## src/design/integer_to_ascii_formatter_top_macros.svh

```systemverilog
// ----------------------------------------------------------------------------
// integer_to_ascii_formatter_top_macros.svh
// assertion macros shared by the formatter modules
// ----------------------------------------------------------------------------
`ifndef INTEGER_TO_ASCII_FORMATTER_TOP_MACROS_SVH
`define INTEGER_TO_ASCII_FORMATTER_TOP_MACROS_SVH

// same-cycle implication, checked out of reset
`define ITOA_ASSERT_IMPL(lbl, ante, cons) \
  lbl: assert property (@(posedge clk_i) disable iff (!rst_ni) (ante) |-> (cons)) \
    else $error("itoa assertion failed");

// next-cycle implication, checked out of reset
`define ITOA_ASSERT_NEXT(lbl, ante, cons) \
  lbl: assert property (@(posedge clk_i) disable iff (!rst_ni) (ante) |=> (cons)) \
    else $error("itoa assertion failed");

`endif

```

## src/design/itoa_pkg.sv

```systemverilog
// ----------------------------------------------------------------------------
// itoa_pkg
// types and constants of the integer to ascii formatter
// ----------------------------------------------------------------------------
`default_nettype none

package itoa_pkg;

  // command codes
  localparam logic [2:0] CMD_UDEC16 = 3'd0;
  localparam logic [2:0] CMD_SDEC16 = 3'd1;
  localparam logic [2:0] CMD_UDEC32 = 3'd2;
  localparam logic [2:0] CMD_SDEC32 = 3'd3;
  localparam logic [2:0] CMD_HEX16  = 3'd4;
  localparam logic [2:0] CMD_BIN16  = 3'd5;

  // ascii constants
  localparam logic [6:0] ASCII_ZERO  = 7'h30;
  localparam logic [6:0] ASCII_ONE   = 7'h31;
  localparam logic [6:0] ASCII_MINUS = 7'h2D;
  localparam logic [6:0] ASCII_ALPHA = 7'h37;

  // decimal digits of a 32-bit value
  localparam int unsigned NumDigits = 10;

  typedef logic [NumDigits-1:0][3:0] bcd_t;

  // controls into the conversion unit
  typedef struct packed {
    logic        start;
    logic        half;
    logic [31:0] value;
  } dab_ctrl_t;

  // status out of the conversion unit
  typedef struct packed {
    logic done;
    bcd_t bcd;
  } dab_stat_t;

  // sequencer states
  typedef enum logic [2:0] {
    S_IDLE = 3'b001,
    S_CONV = 3'b010,
    S_EMIT = 3'b100
  } state_e;

endpackage

`default_nettype wire

```

## src/design/itoa_dabble.sv

```systemverilog
// ----------------------------------------------------------------------------
// itoa_dabble
// shift-and-add-3 binary to bcd converter, one input bit per cycle
// ----------------------------------------------------------------------------
`default_nettype none

module itoa_dabble (
  input  wire                  clk_i,
  input  wire                  rst_ni,
  input  itoa_pkg::dab_ctrl_t  ctrl_i,
  output itoa_pkg::dab_stat_t  stat_o
);
  import itoa_pkg::*;

  `include "integer_to_ascii_formatter_top_macros.svh"

  logic        active_q, active_d;
  logic        done_q, done_d;
  logic [5:0]  cnt_q, cnt_d;
  logic [31:0] bin_q, bin_d;
  bcd_t        bcd_q, bcd_d;
  bcd_t        bcd_adj;

  // add 3 to every digit of 5 or more
  always_comb begin
    for (int i = 0; i < NumDigits; i++) begin
      bcd_adj[i] = (bcd_q[i] >= 4'd5) ? bcd_q[i] + 4'd3 : bcd_q[i];
    end
  end

  // iteration control
  always_comb begin
    active_d = active_q;
    done_d   = 1'b0;
    cnt_d    = cnt_q;
    bin_d    = bin_q;
    bcd_d    = bcd_q;
    if (ctrl_i.start) begin
      active_d = 1'b1;
      cnt_d    = ctrl_i.half ? 6'd16 : 6'd32;
      bin_d    = ctrl_i.value;
      bcd_d    = '0;
    end else if (active_q) begin
      {bcd_d, bin_d} = {bcd_adj, bin_q} << 1;
      cnt_d          = cnt_q - 6'd1;
      if (cnt_q == 6'd1) begin
        active_d = 1'b0;
        done_d   = 1'b1;
      end
    end
  end

  // control registers
  always_ff @(posedge clk_i or negedge rst_ni) begin
    if (!rst_ni) begin
      active_q <= 1'b0;
      done_q   <= 1'b0;
      cnt_q    <= '0;
    end else begin
      active_q <= active_d;
      done_q   <= done_d;
      cnt_q    <= cnt_d;
    end
  end

  // data registers
  always_ff @(posedge clk_i) begin
    bin_q <= bin_d;
    bcd_q <= bcd_d;
  end

  assign stat_o.done = done_q;
  assign stat_o.bcd  = bcd_q;

  `ITOA_ASSERT_IMPL(a_done_after_run, done_q, $past(active_q) && !active_q)
  `ITOA_ASSERT_IMPL(a_cnt_in_range, active_q, cnt_q != 6'd0 && cnt_q <= 6'd32)
  `ITOA_ASSERT_NEXT(a_start_runs, ctrl_i.start, active_q && !done_q)

endmodule

`default_nettype wire

```

## src/design/integer_to_ascii_formatter_top.sv

```systemverilog
// ----------------------------------------------------------------------------
// integer_to_ascii_formatter_top
// formats a 32-bit value as ascii decimal, hex or binary characters
// ----------------------------------------------------------------------------
//  channel  | ports                          | handshake
//  ---------+--------------------------------+-------------------------------
//  command  | command_i, value_i             | start_i high while busy_o low
//  result   | character_o, last_o            | strobe_o, one cycle, no stall
//
// decimal modes: the 16-bit or 32-bit magnitude is shifted through the shift-and-add-3
// unit until it signals done, then characters go out at one per cycle, sign included
// hex and binary: no conversion, 4 or 16 characters at one per cycle
// busy_o rises after the accept and drops with the final character
// results leave through output registers; the receiver cannot stall the block
// reset clears the sequencer and the result strobe
// unused command codes are taken and produce no transaction
// ----------------------------------------------------------------------------
`default_nettype none

module integer_to_ascii_formatter_top (
  input  wire        clk_i,
  input  wire        rst_ni,
  input  wire        start_i,
  output logic       busy_o,
  input  wire  [2:0] command_i,
  input  wire [31:0] value_i,
  output logic       strobe_o,
  output logic [6:0] character_o,
  output logic       last_o
);
  import itoa_pkg::*;

  `include "integer_to_ascii_formatter_top_macros.svh"

  state_e      state_q, state_d;
  logic [2:0]  cmd_q, cmd_d;
  logic        neg_q, neg_d;
  logic [3:0]  cnt_q, cnt_d;
  logic [15:0] hold_q, hold_d;
  logic        strobe_q, strobe_d;
  logic [6:0]  char_q, char_d;
  logic        last_q, last_d;

  dab_ctrl_t   dab_ctrl;
  dab_stat_t   dab_stat;

  logic        neg16, neg32;
  logic [15:0] mag16;
  logic [31:0] mag32;
  logic [3:0]  lead;
  logic [3:0]  nib;

  // shared bcd conversion unit
  itoa_dabble u_dabble (
    .clk_i  (clk_i),
    .rst_ni (rst_ni),
    .ctrl_i (dab_ctrl),
    .stat_o (dab_stat)
  );

  // sign and magnitude of the incoming value
  assign neg16 = value_i[15];
  assign neg32 = value_i[31];
  assign mag16 = (command_i == CMD_SDEC16 && neg16) ? 16'(16'd0 - value_i[15:0])
                                                     : value_i[15:0];
  assign mag32 = (command_i == CMD_SDEC32 && neg32) ? 32'd0 - value_i : value_i;

  // most significant nonzero digit
  always_comb begin
    lead = 4'd0;
    for (int i = 0; i < NumDigits; i++) begin
      if (dab_stat.bcd[i] != 4'd0) begin
        lead = 4'(i);
      end
    end
  end

  assign nib = hold_q[15:12];

  // sequencer
  always_comb begin
    state_d        = state_q;
    cmd_d          = cmd_q;
    neg_d          = neg_q;
    cnt_d          = cnt_q;
    hold_d         = hold_q;
    strobe_d       = 1'b0;
    char_d         = char_q;
    last_d         = last_q;
    dab_ctrl.start = 1'b0;
    dab_ctrl.half  = 1'b0;
    dab_ctrl.value = '0;
    case (state_q)
      S_IDLE: begin
        if (start_i) begin
          cmd_d = command_i;
          neg_d = 1'b0;
          case (command_i)
            CMD_UDEC16, CMD_SDEC16: begin
              dab_ctrl.start = 1'b1;
              dab_ctrl.half  = 1'b1;
              dab_ctrl.value = {mag16, 16'd0};
              neg_d          = (command_i == CMD_SDEC16) && neg16;
              state_d        = S_CONV;
            end
            CMD_UDEC32, CMD_SDEC32: begin
              dab_ctrl.start = 1'b1;
              dab_ctrl.value = mag32;
              neg_d          = (command_i == CMD_SDEC32) && neg32;
              state_d        = S_CONV;
            end
            CMD_HEX16: begin
              hold_d  = value_i[15:0];
              cnt_d   = 4'd3;
              state_d = S_EMIT;
            end
            CMD_BIN16: begin
              hold_d  = value_i[15:0];
              cnt_d   = 4'd15;
              state_d = S_EMIT;
            end
            default: begin
              state_d = S_IDLE;
            end
          endcase
        end
      end
      S_CONV: begin
        if (dab_stat.done) begin
          cnt_d   = lead;
          state_d = S_EMIT;
        end
      end
      S_EMIT: begin
        strobe_d = 1'b1;
        last_d   = 1'b0;
        if (neg_q) begin
          // sign goes out ahead of the digits
          char_d = ASCII_MINUS;
          neg_d  = 1'b0;
        end else begin
          case (cmd_q)
            CMD_HEX16: begin
              char_d = (nib >= 4'd10) ? ASCII_ALPHA + {3'd0, nib} : ASCII_ZERO + {3'd0, nib};
              hold_d = hold_q << 4;
            end
            CMD_BIN16: begin
              char_d = hold_q[0] ? ASCII_ONE : ASCII_ZERO;
              hold_d = hold_q >> 1;
            end
            default: begin
              char_d = ASCII_ZERO + {3'd0, dab_stat.bcd[cnt_q]};
            end
          endcase
          last_d = (cnt_q == 4'd0);
          if (cnt_q == 4'd0) begin
            state_d = S_IDLE;
          end else begin
            cnt_d = cnt_q - 4'd1;
          end
        end
      end
      default: begin
        state_d = S_IDLE;
      end
    endcase
  end

  // control registers
  always_ff @(posedge clk_i or negedge rst_ni) begin
    if (!rst_ni) begin
      state_q  <= S_IDLE;
      strobe_q <= 1'b0;
    end else begin
      state_q  <= state_d;
      strobe_q <= strobe_d;
    end
  end

  // data registers
  always_ff @(posedge clk_i) begin
    cmd_q  <= cmd_d;
    neg_q  <= neg_d;
    cnt_q  <= cnt_d;
    hold_q <= hold_d;
    char_q <= char_d;
    last_q <= last_d;
  end

  assign busy_o      = (state_q != S_IDLE);
  assign strobe_o    = strobe_q;
  assign character_o = char_q;
  assign last_o      = last_q & strobe_q;

  `ITOA_ASSERT_IMPL(a_strobe_from_emit, strobe_q, $past(state_q == S_EMIT))
  `ITOA_ASSERT_IMPL(a_done_in_conv, dab_stat.done, state_q == S_CONV)
  `ITOA_ASSERT_NEXT(a_last_ends_run, state_q == S_EMIT && !neg_q && cnt_q == 4'd0,
                    state_q == S_IDLE && last_o)

endmodule

`default_nettype wire

```

## config.mk

```make
export PLATFORM = sky130hd
export DESIGN_NAME = integer_to_ascii_formatter_top
export DESIGN_NICKNAME = d
export VERILOG_FILES = /design/src/design/itoa_pkg.sv /design/src/design/itoa_dabble.sv /design/src/design/integer_to_ascii_formatter_top.sv
export VERILOG_INCLUDE_DIRS = /design/src /design/src/design
export SDC_FILE = /design/constraint.sdc
export NUM_CORES = 1
export LEC_CHECK = 0
export ABC_CLOCK_PERIOD_IN_PS = 2450
export BUFFER_PORTS_ARGS = -buffer_cell sky130_fd_sc_hd__buf_4
export CAP_MARGIN = 20
export CORE_MARGIN = 2
export CORE_UTILIZATION = 56
export CTS_CLUSTER_DIAMETER = 80
export CTS_CLUSTER_SIZE = 16
export DETAILED_ROUTE_END_ITERATION = 8
export MAX_ROUTING_LAYER = met4
export PLACE_DENSITY = 0.86
export SYNTH_ARGS = -nofsm -noshare
export SYNTH_HDL_FRONTEND = slang
export SYNTH_SLANG_ARGS = --single-unit
export TNS_END_PERCENT = 100
```

## constraint.sdc

```tcl
create_clock -name clk_i -period 2.45 [get_ports clk_i]
set_input_delay 0.1225 -clock clk_i [delete_from_list [all_inputs] [get_ports clk_i]]
set_output_delay 0.1225 -clock clk_i [all_outputs]
set_load 0.03 [all_outputs]
```

Word-level counts from Yosys, hierarchy flattened
Index checks and enable logic that the tools add are counted.
Storage, ports and cells
  output and inout bits: 10
  memories kept: 0
  memory bits (writable): 0
  bits in read-only memories: 0
  register bits: 116
  bits in latches: 0
  input port bits: 38
Cells by class
  multipliers: 0
  equal/unequal tests: 20
  div/mod/pow operators: 0
  bitwise gates (word level): 1
  shifts and indexed selects: 0
  mux-type cells: 63
  add/sub/neg operators: 17
  magnitude comparators: 12
  reduce and logical (&&, ||, !) cells: 25
Operators by type and width (number)
  two-way mux 32 bit: 3
  two-way mux 4 bit: 19
  two-way mux 34 bit: 2
  two-way mux 16 bit: 4
  one-hot mux 16 bit (2 select lines): 2
  one-hot mux 32 bit (2 select lines): 1
  >= comparator 4 x 3 -> 1 bit (second input constant): 10
  adder 4 x 2 -> 4 bit (second input constant): 9
  nonzero test 4 bit: 9
  subtractor 1 x 32 -> 32 bit (first input constant): 1
  adder 6 x 4 -> 7 bit (first input constant): 3
  two-way mux 3 bit: 6
  two-way mux 6 bit: 3
  binary-select mux 4 bit (select 4 bit): 1
  subtractor 1 x 16 -> 16 bit (first input constant): 1
  == test 3 bit (second input constant): 5
  one-hot mux 7 bit (2 select lines): 1
  two-way mux 1 bit: 12
  one-hot mux 4 bit (3 select lines): 1
  inequality test 2 bit (second input constant): 5
  == test 3 x 2 -> 1 bit (second input constant): 3
  inequality test 3 x 1 -> 1 bit (second input constant): 3
  one-hot mux 3 bit (3 select lines): 1
  one-hot mux 4 bit (2 select lines): 1
  24 further kinds: 32

Longest topological paths before layout
  depth in word-level cells: 12
  depth in mapped cells: 9

Cells and area by module
A second synthesis with hierarchy kept.
Unflattened totals
  cells, all modules: 811
  area total of the unflattened synthesis: 7642.3 um2
By module, submodules not included
  itoa_dabble: sequential area each 1961.9 um2, cells each 404, area each 4224.1 um2, times used 1
  integer_to_ascii_formatter_top: sequential area each 1062.3 um2, cells each 407, area each 3418.3 um2, times used 1

Worst setup path after synthesis
No wires, ideal clock.
  path kind: register to register
  from: register state_q[2]
  to: register hold_q[0] (enable)
  path slack: -0.098 ns
  path buffers: 1
  data required time: 2.036 ns
  cell stages (with the launch flop): 5
  library setup time: 0.414 ns
  arrival time: 2.134 ns
  path through: dfrtp_1 -> nor2b_1 -> nand2b_1 -> clkbuf_1 -> o31ai_1
On the way
  longest elaborated chain between the ends: 3
RTL lines
  start: declaration: line integer_to_ascii_formatter_top.sv:35  | state_e state_q, state_d;
  start signal: assignment: line integer_to_ascii_formatter_top.sv:175  | state_q <= state_d;
  == test 3 bit / == test 3 x 1 -> 1 bit (equally long branches): line integer_to_ascii_formatter_top.sv:93  | case (state_q)
  inequality test 3 x 1 -> 1 bit (no line) (tied with other cells)
  AND reduction 5 bit (no line) *
  end signal: assignment: line integer_to_ascii_formatter_top.sv:185  | hold_q <= hold_d;
  end: declaration: line integer_to_ascii_formatter_top.sv:39  | logic [15:0] hold_q, hold_d;
Mark *: on every way between the ends. The rest lies on a longest branch, timed or not.
A chain may end at the register's enable or synchronous reset.

Worst setup path in the final report
  from: input port command_i[2]
  to: register u_dabble.bin_q[10], data pin
On the way
  longest elaborated chain between the ends: 7
RTL lines
  start: declaration: line integer_to_ascii_formatter_top.sv:25  | input wire [2:0] command_i,
  == test 3 x 2 -> 1 bit: line integer_to_ascii_formatter_top.sv:66, integer_to_ascii_formatter_top.sv:98
  logical AND 1 bit: line integer_to_ascii_formatter_top.sv:66  | assign mag32 = (command_i == CMD_SDEC32 && neg32) ? 32'd0 - value_i : value_i;
  two-way mux 32 bit: line integer_to_ascii_formatter_top.sv:66
  one-hot mux 32 bit (2 select lines): line integer_to_ascii_formatter_top.sv:98  | case (command_i)
  two-way mux 34 bit *: line integer_to_ascii_formatter_top.sv:95  | if (start_i) begin
  two-way mux 34 bit *: line integer_to_ascii_formatter_top.sv:93
  two-way mux 32 bit *: line itoa_dabble.sv:38  | if (ctrl_i.start) begin
  named net u_dabble.bin_d[10]: line itoa_dabble.sv:20  | logic [31:0] bin_q, bin_d;
  end signal: assignment: line itoa_dabble.sv:68  | bin_q <= bin_d;
  end: declaration: line itoa_dabble.sv:20
Mark *: on every way through the listed nets, which the timed path passes. The rest lies on a longest branch.

==> qor.txt <==
outcome: complete, no violations
share of cells above drive strength 1: 0.1445
Yosys top cell area share: 0.2581
commonest cells in the netlist: nor2_1 (80), nand2_1 (65), o21ai_0 (65), edfxtp_1 (64), a21oi_1 (59)
Clock Skews: 0.01322 ns
filler cell count: 997
CTS root buf: clkbuf_16
asr flop ratio synth: 0.1034
crit path max fanout: 13
pre-CTS setup slack: 0.3203 ns
switch share: 0.3638
Non-Filler Instances: 1041
most frequent cell after synthesis: nor2_1
critical path depth in cells: 8
Sw Pwr: 3.412 mW
# setup viols final: 0
Final Cell Area: 8557 um^2
Area Growth Syn to Fin: 14.90%
delay-heaviest family, CP: buffers and inverters
worst path cell trace: dlygate4sd3_1 -> buf_4 -> and2b_2 -> nand3_1 -> buf_4 -> nor2_1 -> xnor2_1 -> o21ai_0
# resized after CTS: 0
initial antenna violation count: 0
DR WL/cell: 17.23 um
Initial Util: 0.5669
top sig layer: met4
most frequent CP cell: buf_4
num ports: 48
Post-synth EDFFs: 64
PwrDens: 1096 nW/um^2
Internal Dissipation: 5.966 mW
multi-input logic area: 4033 um^2
critical path endpoint category: register
R2R depth: 6
Util after Layout: 0.6513
clock sinks: 116
clock power share: 0.255
placed instance area: 7945 um^2
P_leak: 3.523 nW
RSZ-0062 raised after global routing: false
sequential fraction of design power: 0.378
vias in the first global route: 5973
die height: 119.3 um
Worst-Skew Late Latency: 0.42 ns
gr ovfl total: 0
total setup buffers inserted after CTS: 0
Synthesis Warnings: 0
Avg Synthesized Cell Area: 9.205 um^2
die span in x: 119.3 um
ANT nets after route: 0
Setup WS post-layout: 0.2203 ns
Slew Limit Headroom: 0.5711
Final Cycle Share: 0.9101
Longest Clk Path Bufs: 2
first-pass GRT wire length: 29.71 mm
CTS buffer count: 17
antenna diode count: 0
largest net degree at the start of global routing: 58
H-tree depth: 4
Remaining DRCs: 0
min-delay worst type: input port to register
#FFs+latches synth: 116
Post-DP HPWL: 12.10 mm
Power Total: 9.378 mW
core box area: 13140 um^2
ys flop type: edfxtp_1
CTS Hold Bufs: 4
hold depth: 3
Final #Nets: 918
CP Class: input port to register
Synth Instances: 809
routed vias: 6304
sequential element share of the synthesized area: 0.4061
Worst setup SP type: input port
Distinct cells, synth: 70
ranking of synthesized cells by area: edfxtp_1 (26%), dfxtp_1 (11%), xnor2_1 (5.2%)
Reg2Reg Setup Slack: 0.28 ns
Buf/Inv on CP: 3
gp weighted congestion: 0.9209
First-pass DRT Iterations: 5
setup_tns: 0 ns
Routed WL: 17.94 mm
met3 routed WL: 1.601 mm
area occupied by registers: 3025 um^2
Inst Count DP: 1005
DIE AREA: 14240 um^2
WL met1: 7.542 mm
Worst VDD drop: 0.0005738 V
Vias/cell: 6.056
minimum hold slack: 0.04269 ns
syn nets: 875
max-cap viol count: 0
Req. time, crit path: 2.62 ns
Global Route Usage Sum: 0.2706
TritonCTS clock tree: done
combinational power share: 0.367
Final Hold Fails: 0
row cnt: 42
Tmin final: 2.230 ns
IO Port Bufs: 47
met2 WL: 8.434 mm
Iteration-0 DRC Markers: 783
Worst Tran Pin Value: 0.6418 ns
Final Max Slew Viols: 0
fmax: 0.4485 GHz
Crit-path slowest cell: dlygate4sd3_1
CP peak stage delay: 0.53 ns
clk slew on worst S/H paths: 0.06 ns
mapped cell area: 7447 um^2
Yosys top cell by area: edfxtp_1
Worst Path Arrival: 2.40 ns
layer usage:
layer	vias up	global-route usage
met2	301	0.4192
met3	37	0.06226
met1	2958	0.3490
met5	-	-
met4	0	0.1015
li1	3008	-
final cells by class:
| type | instances | area share |
|---|---|---|
| tap | 176 | 0.02573 |
| inverter | 37 | 0.01623 |
| sequential | 116 | 0.3536 |
| clock inverter | 7 | 0.005118 |
| clock buffer | 25 | 0.06170 |
| multi-input combinational | 609 | 0.4713 |
| timing repair buffer | 71 | 0.06638 |
placed cells by master, fill, tap and decap left out, types with 14 or more instances in the layout:
cell,count
a21oi_1,59
o21ai_0,65
buf_4,65
nor2_1,80
dfxtp_1,40
nand3_1,22
inv_1,36
ha_1,28
a31oi_1,20
nor3b_1,14
nor3_1,21
clkbuf_16,19
nand2b_1,22
xnor2_1,44
nand2_1,65
mux2i_1,38
edfxtp_1,64
worst min-delay path, stage by stage:
cell     delay [ns]
buf_4          0.12
nand2_1        0.05
o21ai_0        0.06
state kept, by name, indices dropped and copies added, names as in the netlist, 3 cells and up:
signal,count
hold_q,16
cnt_q,4
u_dabble.cnt_q,6
u_dabble.stat_o,40
u_dabble.bin_q,32
cmd_q,3
state_q,3
character_o,7
path summary, 6_finish.rpt:
path,to,from
worst max-delay path,u_dabble.bin_q[10]$_DFFE_PP_,command_i[2]
worst min-delay path,hold_q[6]$_DFFE_PP_,value_i[6]
worst max register to register,u_dabble.bin_q[19]$_DFFE_PP_,state_q[0]$_DFFE_PN1P_
worst min register to register,u_dabble.stat_o[39]$_SDFFE_PP0P_,u_dabble.stat_o[39]$_SDFFE_PP0P_
max in group asynchronous,state_q[0]$_DFFE_PN1P_,rst_ni
min in group asynchronous,u_dabble.cnt_q[2]$_DFFE_PN0P_,rst_ni
cells by family (layout without fill, tap and decap cells):
logic type / Yosys count / count (layout) / share of synthesized area
simple gates: 275 / 275 / 0.1853
compound gates: 203 / 203 / 0.1638
flops: 116 / 116 / 0.4061
buf+inv: 84 / 140 / 0.05410
xor+xnor: 53 / 53 / 0.06233
mux: 50 / 50 / 0.08132
fa+ha+maj: 28 / 28 / 0.04704
power by group through the flow:
stage | Combinational, mW | Clock (mW) | Sequential (mW)
floorplan | 2.69 | 0 | 3.34
detailed placement | 3.35 | 0 | 3.55
global route | 3.86 | 2.49 | 3.64
CTS | 3.43 | 2.39 | 3.53
finish | 3.44 | 2.39 | 3.55
global placement | 3.20 | 0 | 3.52
(Power assumes the default switching activity.)
